File: src/mks_pkg.sv
`default_nettype none
package mks_pkg;

  // Scan phases
  localparam logic [1:0] PH_SCAN     = 2'd0;
  localparam logic [1:0] PH_DEBOUNCE = 2'd1;
  localparam logic [1:0] PH_HOLD     = 2'd2;

  localparam logic [3:0] ROWS_IDLE   = 4'h0f;
  localparam logic [1:0] LAST_COLUMN = 2'd3;
  localparam logic [7:0] DEBOUNCE_RESET = 8'd10;

  // Result of decoding a row pattern with exactly one row low
  typedef struct packed {
    logic       hit;
    logic [1:0] row;
  } row_hit_t;

  function automatic row_hit_t single_row(input logic [3:0] rows);
    row_hit_t res;
    res = '{hit: 1'b0, row: 2'd0};
    case (rows)
      4'h07: res = '{hit: 1'b1, row: 2'd0};
      4'h0b: res = '{hit: 1'b1, row: 2'd1};
      4'h0d: res = '{hit: 1'b1, row: 2'd2};
      4'h0e: res = '{hit: 1'b1, row: 2'd3};
      default: res = '{hit: 1'b0, row: 2'd0};
    endcase
    return res;
  endfunction

  // ASCII legend of a key number, 0 for none
  function automatic logic [6:0] key_legend(input logic [4:0] key);
    logic [6:0] ch;
    case (key)
      5'd1:  ch = 7'h31; // '1'
      5'd2:  ch = 7'h34; // '4'
      5'd3:  ch = 7'h37; // '7'
      5'd4:  ch = 7'h2a; // '*'
      5'd5:  ch = 7'h32; // '2'
      5'd6:  ch = 7'h35; // '5'
      5'd7:  ch = 7'h38; // '8'
      5'd8:  ch = 7'h30; // '0'
      5'd9:  ch = 7'h33; // '3'
      5'd10: ch = 7'h36; // '6'
      5'd11: ch = 7'h39; // '9'
      5'd12: ch = 7'h23; // '#'
      5'd13: ch = 7'h41; // 'A'
      5'd14: ch = 7'h42; // 'B'
      5'd15: ch = 7'h43; // 'C'
      5'd16: ch = 7'h44; // 'D'
      default: ch = 7'h00;
    endcase
    return ch;
  endfunction

endpackage
`default_nettype wire

File: src/matrix_keypad_scanner_top.sv
// A result is loaded into the output register in the cycle after its request is accepted.
// One request per cycle while in_stall is low; the column state updates once per accepted tick.
// A request is taken while a finished result waits if that result leaves in the same cycle.
// Reset (rst_n low, synchronous): column 0, scanning phase, no sweep key,
// debounce_ticks back to 10, output register empty.
`default_nettype none
module matrix_keypad_scanner_top (
  input  wire logic       clk,
  input  wire logic       rst_n,
  input  wire logic       cfg_wr_en,
  input  wire logic [7:0] cfg_wr_data,
  input  wire logic       in_valid,
  output logic            in_stall,
  input  wire logic [3:0] in_row_levels,
  output logic            out_valid,
  input  wire logic       out_stall,
  output logic [3:0]      out_column_drive,
  output logic            out_sweep_done,
  output logic [4:0]      out_key_number,
  output logic [6:0]      out_key_char
);
  import mks_pkg::*;

  logic [7:0] debounce_ticks_r;
  logic [1:0] column_index_r, column_index_nxt;
  logic [1:0] scan_phase_r, scan_phase_nxt;
  logic [7:0] debounce_count_r, debounce_count_nxt;
  logic [4:0] sweep_key_r, sweep_key_nxt;
  logic       out_valid_r;
  logic [3:0] column_drive_r, column_drive_nxt;
  logic       sweep_done_r, sweep_done_nxt;
  logic [4:0] key_number_r, key_number_nxt;
  logic [6:0] key_char_r;
  logic       accept;
  logic       advance;
  row_hit_t   hit;
  logic [4:0] held_key_m1;

  // Take a request when the output register is empty or drains this cycle
  assign in_stall = out_valid_r & out_stall;
  assign accept   = in_valid & ~in_stall;

  assign hit         = single_row(in_row_levels);
  assign held_key_m1 = sweep_key_r - 5'd1;

  // Decide the phase transition for this tick
  always_comb begin
    scan_phase_nxt     = scan_phase_r;
    debounce_count_nxt = debounce_count_r;
    sweep_key_nxt      = sweep_key_r;
    advance            = 1'b0;
    case (scan_phase_r)
      PH_DEBOUNCE: begin
        if (debounce_count_r != 8'd0) begin
          debounce_count_nxt = debounce_count_r - 8'd1;
        end else if (hit.hit) begin
          sweep_key_nxt  = {1'b0, column_index_r, hit.row} + 5'd1;
          scan_phase_nxt = PH_HOLD;
        end else begin
          advance = 1'b1;
        end
      end
      PH_HOLD: begin
        if (sweep_key_r == 5'd0 || !hit.hit || hit.row != held_key_m1[1:0]) begin
          advance = 1'b1;
        end
      end
      default: begin
        if (in_row_levels != ROWS_IDLE) begin
          scan_phase_nxt     = PH_DEBOUNCE;
          debounce_count_nxt = debounce_ticks_r;
        end else begin
          advance = 1'b1;
        end
      end
    endcase

    // Move to the next column, closing the sweep after the last one
    column_index_nxt = column_index_r;
    sweep_done_nxt   = 1'b0;
    key_number_nxt   = 5'd0;
    if (advance) begin
      scan_phase_nxt     = PH_SCAN;
      debounce_count_nxt = 8'd0;
      if (column_index_r == LAST_COLUMN) begin
        sweep_done_nxt   = 1'b1;
        key_number_nxt   = (sweep_key_r > 5'd16) ? 5'd0 : sweep_key_r;
        sweep_key_nxt    = 5'd0;
        column_index_nxt = 2'd0;
      end else begin
        column_index_nxt = column_index_r + 2'd1;
      end
    end
    column_drive_nxt = ~(4'b0001 << column_index_nxt);
  end

  // Hold the configuration register
  always_ff @(posedge clk) begin
    if (!rst_n) begin
      debounce_ticks_r <= DEBOUNCE_RESET;
    end else if (cfg_wr_en) begin
      debounce_ticks_r <= cfg_wr_data;
    end
  end

  // Advance scan state on each accepted request
  always_ff @(posedge clk) begin
    if (!rst_n) begin
      column_index_r   <= 2'd0;
      scan_phase_r     <= PH_SCAN;
      debounce_count_r <= 8'd0;
      sweep_key_r      <= 5'd0;
    end else if (accept) begin
      column_index_r   <= column_index_nxt;
      scan_phase_r     <= scan_phase_nxt;
      debounce_count_r <= debounce_count_nxt;
      sweep_key_r      <= sweep_key_nxt;
    end
  end

  // Output register: fill on accept, drop once taken
  always_ff @(posedge clk) begin
    if (!rst_n) begin
      out_valid_r <= 1'b0;
    end else if (accept) begin
      out_valid_r <= 1'b1;
    end else if (!out_stall) begin
      out_valid_r <= 1'b0;
    end
  end

  always_ff @(posedge clk) begin
    if (accept) begin
      column_drive_r <= column_drive_nxt;
      sweep_done_r   <= sweep_done_nxt;
      key_number_r   <= key_number_nxt;
      key_char_r     <= key_legend(key_number_nxt);
    end
  end

  assign out_valid        = out_valid_r;
  assign out_column_drive = column_drive_r;
  assign out_sweep_done   = sweep_done_r;
  assign out_key_number   = key_number_r;
  assign out_key_char     = key_char_r;

endmodule
`default_nettype wire

File: config.mk
export PLATFORM = sky130hd
export DESIGN_NAME = matrix_keypad_scanner_top
export DESIGN_NICKNAME = d
export VERILOG_FILES = /design/src/mks_pkg.sv /design/src/matrix_keypad_scanner_top.sv
export SDC_FILE = /design/constraint.sdc
export NUM_CORES = 1
export LEC_CHECK = 0
export BUFFER_PORTS_ARGS = -buffer_cell sky130_fd_sc_hd__buf_4
export CAP_MARGIN = 20
export CORE_UTILIZATION = 50
export CTS_BUF_LIST = sky130_fd_sc_hd__clkbuf_4
export CTS_CLUSTER_DIAMETER = 30
export DETAILED_ROUTE_END_ITERATION = 6
export PLACE_DENSITY = 0.71
export SLEW_MARGIN = 10
export SYNTH_ARGS = -nofsm -noshare
export SYNTH_HDL_FRONTEND = slang
export SYNTH_SLANG_ARGS = --single-unit
File: constraint.sdc
create_clock -name clk -period 3.9 [get_ports clk]
set_clock_uncertainty 0.2 [all_clocks]
set_input_delay 0.39 -clock clk [delete_from_list [all_inputs] [get_ports clk]]
set_output_delay 0.39 -clock clk [all_outputs]
set_load 0.02 [all_outputs]
==> results.md <==
- VDD IR max: 170.4 uV
- Setup tns final: 0 ns
- Non-Filler Instances: around 380
- Final hold viol count: 0
- Startpoint types: flop
- Slew margin rel.: between 50 and 60%
- WP depth: 13
- Cell Chain, Critical Path: inv_1, ha_1, or3b_1, a21oi_1, o31ai_1, a22oi_2, a21oi_2, nand2_1, ha_1, mux2i_1, or3_1, a21o_1, a32oi_1
- Synth Flop Type: dfxtp_1
- Largest net degree at the start of global routing: 32
- Starting density of the core: 52.68%
- Detailed Place HPWL: ~3.8 mm
- # DRC: 0
- Area of the multi-input gates: 0.001349 mm^2
- Vias: ~2100
- R2r endpoint: out_key_char[1]
- Cells on worst reg2reg path: 13
- Layout fillers: 422
- Syn_area_per_cell: between 8 and 9 um^2
- GP Congestion: 0.8774
- First-pass GRT wire length: 8.735 mm
- Post-synth top area cell: dfxtp_1
- CP max stage cell: o31ai_1
- Sequential-to-total area share from yosys stat: between 40% and 50%
- P per Cell Area: 339.3 mW/mm^2
- Routed WL per cell: 13.92 um
- Pleak: 1.109 nW
- Clk sinks: 43
- Fin area: ~0.0029 mm^2
- CTS tree: yes
- Drt total wl: 5.247 mm
- DRT iter0 DRCs: 188
- DP Worst Slack: 0.4478 ns
- Clock buffer depth: 2
- YS warnings: 0
- Reg2reg start: sweep_key_r[0]
- Crit path buf inv count: 1
- #FFs+latches synth: 43
- Rows: 25
- Worst Setup End Kind: flop
- N_diodes: 0
- Antenna violations before repair: 0
- Cells after Synth: ~280
- Die area: 0.005330 mm^2
- Max stage delay on crit path: around 0.54 ns
- Fmax: 286.2 MHz
- Final nets: 339
- Vias per std cell: between 5 and 6
- Remaining Overflow, GRT: 0
- Top post-synthesis cells by area: dfxtp_1 21%, edfxtp_1 20%, ha_1 6.5%
- RSZ-0062 raised after global routing: no
- CP Data Required Time: 3.93 ns
- Die Y: between 70 and 80 um
- Maximum fanout along the worst path: 5
- Pins Over Slew Limit: 0
- PnR Total Power: around 0.001 W
- Clk root buf: clkbuf_4
- Clock Latency Late Sink: 0.37 ns
- Critical path's most frequent cell: ha_1
- Vias in the first global route: 1874
- CP top delay family: compound AO/OA/AOI/OAI gates
- Sequential cell area: approximately 0.0010 mm^2
- MaxCap Viol Count: 0
- Tmin final: 3.494 ns
- GRT Overall Usage: between 20% and 30%
- Resize count post-CTS: 0
- Post-synth EDFFs: 17
- 1st-pass router iterations: 4
- Yosys top cell area share: 20.65%
- Post-route setup slack: 0.4065 ns
- Core area: 0.004786 mm^2
- Hold path depth: 3
- Setup Buffers After CTS: 0
- Final antenna-violating net count: 0
- Die X: approximately 73 um
- Clock buffer count from CTS: 5
- Reg2reg setup slack: 0.41 ns
- Final period util: 89.58%
- Worst-margin pin slew: 0.7056 ns
- CTS Hold Bufs: 0
- IO Port Bufs: 35
- Status: complete, no violations
- Ys async rst share: 0%
- Cell variety after synth: 55
- IO Pins: 36
- Worst setup path startpoint: sweep_key_r[0]
- CP endpoint: out_key_char[1]
- Worst min-delay path class: in -> reg
- Worst-path clk slew: 0.14 ns
- Area Overhead vs Synth: 14.19%
- CP Class: reg -> reg
- # setup viols final: 0
- Share of layout cells above drive strength 1: 18.39%
- Cell area after synthesis: 0.002521 mm^2
- Placed cell count: 369
- Area after DPL: 0.002820 mm^2
- CP arrival: 3.52 ns
- H-tree depth: 2
- Syn_nets: between 300 and 400
[where the power goes]
group	switching (W)	internal, W
clock network	0.000148	0.0000779
logic	0.000138	0.0000981
registers	0.0000216	0.000494
total	0.000307	0.000670
[routing by layer]
metal	vias to the layer above	share of wire (%)	GRT usage (%)
met5	-	0	0
met4	0	2.3	8.715
met3	10	4.1	4.144
met2	56	49	37.35
met1	940	45	25.89
li1	1074	-	-
[worst min-delay path: stages]
cell and delay, ns:
buf_4 0.08, mux2i_1 0.05, nand2_1 0.06
[layout by cell type (no fill, tap or decap), types with 2 or more instances in the layout]
master,instances
a211oi_2,2
a21o_1,3
a21oi_1,28
a31oi_1,3
a32oi_1,3
and2_1,2
buf_4,39
clkbuf_4,6
dfxtp_1,26
edfxtp_1,17
ha_1,13
inv_1,17
mux2i_1,10
nand2_1,16
nand2b_1,2
nand3_1,8
nand4_1,10
nor2_1,29
nor2b_1,3
nor3_1,8
o211ai_1,5
o21a_1,2
o21ai_0,13
o31ai_1,3
or3b_1,2
or4_1,2
xnor2_1,7
xor2_1,3
[through the flow]
stage / hold WS [ns] / utilization, %
after floorplan: 0.2409 / -
after global placement: 0.2749 / 58.93
after detailed placement: 0.2833 / 58.93
after CTS: 0.01629 / 60.16
after global routing: 0.007544 / 60.16
final: 0.03608 / 60.16
[synthesized netlist by cell type (2+ instances only)]
library cell / n
nor2_1: 29
a21oi_1: 28
dfxtp_1: 26
edfxtp_1: 17
inv_1: 17
nand2_1: 16
ha_1: 13
o21ai_0: 13
clkbuf_1: 10
mux2i_1: 10
nand4_1: 10
nand3_1: 8
nor3_1: 8
buf_2: 7
xnor2_1: 7
o211ai_1: 5
a21o_1: 3
a31oi_1: 3
a32oi_1: 3
nor2b_1: 3
o31ai_1: 3
xor2_1: 3
a211oi_2: 2
and2_1: 2
nand2b_1: 2
o21a_1: 2
or3b_1: 2
or4_1: 2
[flip-flops by register name, summed over array words and instances (netlist names)]
signal            count
debounce_count_r      8
scan_phase_r          2
out_sweep_done        1
out_column_drive      4
out_valid             1
sweep_key_r           5
debounce_ticks_r      8
column_index_r        2
out_key_char          7
out_key_number        5
[worst min path at each step]
| stage | endpoint | start |
|---|---|---|
| after floorplan | debounce_ticks_r[1] | debounce_ticks_r[1] |
| after global placement | debounce_ticks_r[7] | debounce_ticks_r[7] |
| after detailed placement | debounce_ticks_r[5] | debounce_ticks_r[5] |
| after CTS | debounce_ticks_r[1] | cfg_wr_data[1] |
| after global routing | out_valid | in_valid |
| final | debounce_ticks_r[1] | cfg_wr_data[1] |
[cell type report]
cell class	count	area share, %
Multi-Input combinational cell	203	46.85
Sequential cell	43	35.81
Timing Repair Buffer	39	10.17
Tap cell	67	2.912
Inverter	17	2.216
Clock buffer	6	1.565
Clock inverter	2	0.4781
[cell families after synthesis]
kind of cell | synth area share [%]
AOI/OAI and AO/OA | 20.00
xor gates and xnor gates | 3.474
adders and majority gates | 6.452
buffers and inverters | 5.608
DFF | 40.89
muxes | 4.417
and+or+nand+nor | 19.16
Power figures use the tool's default switching activity.
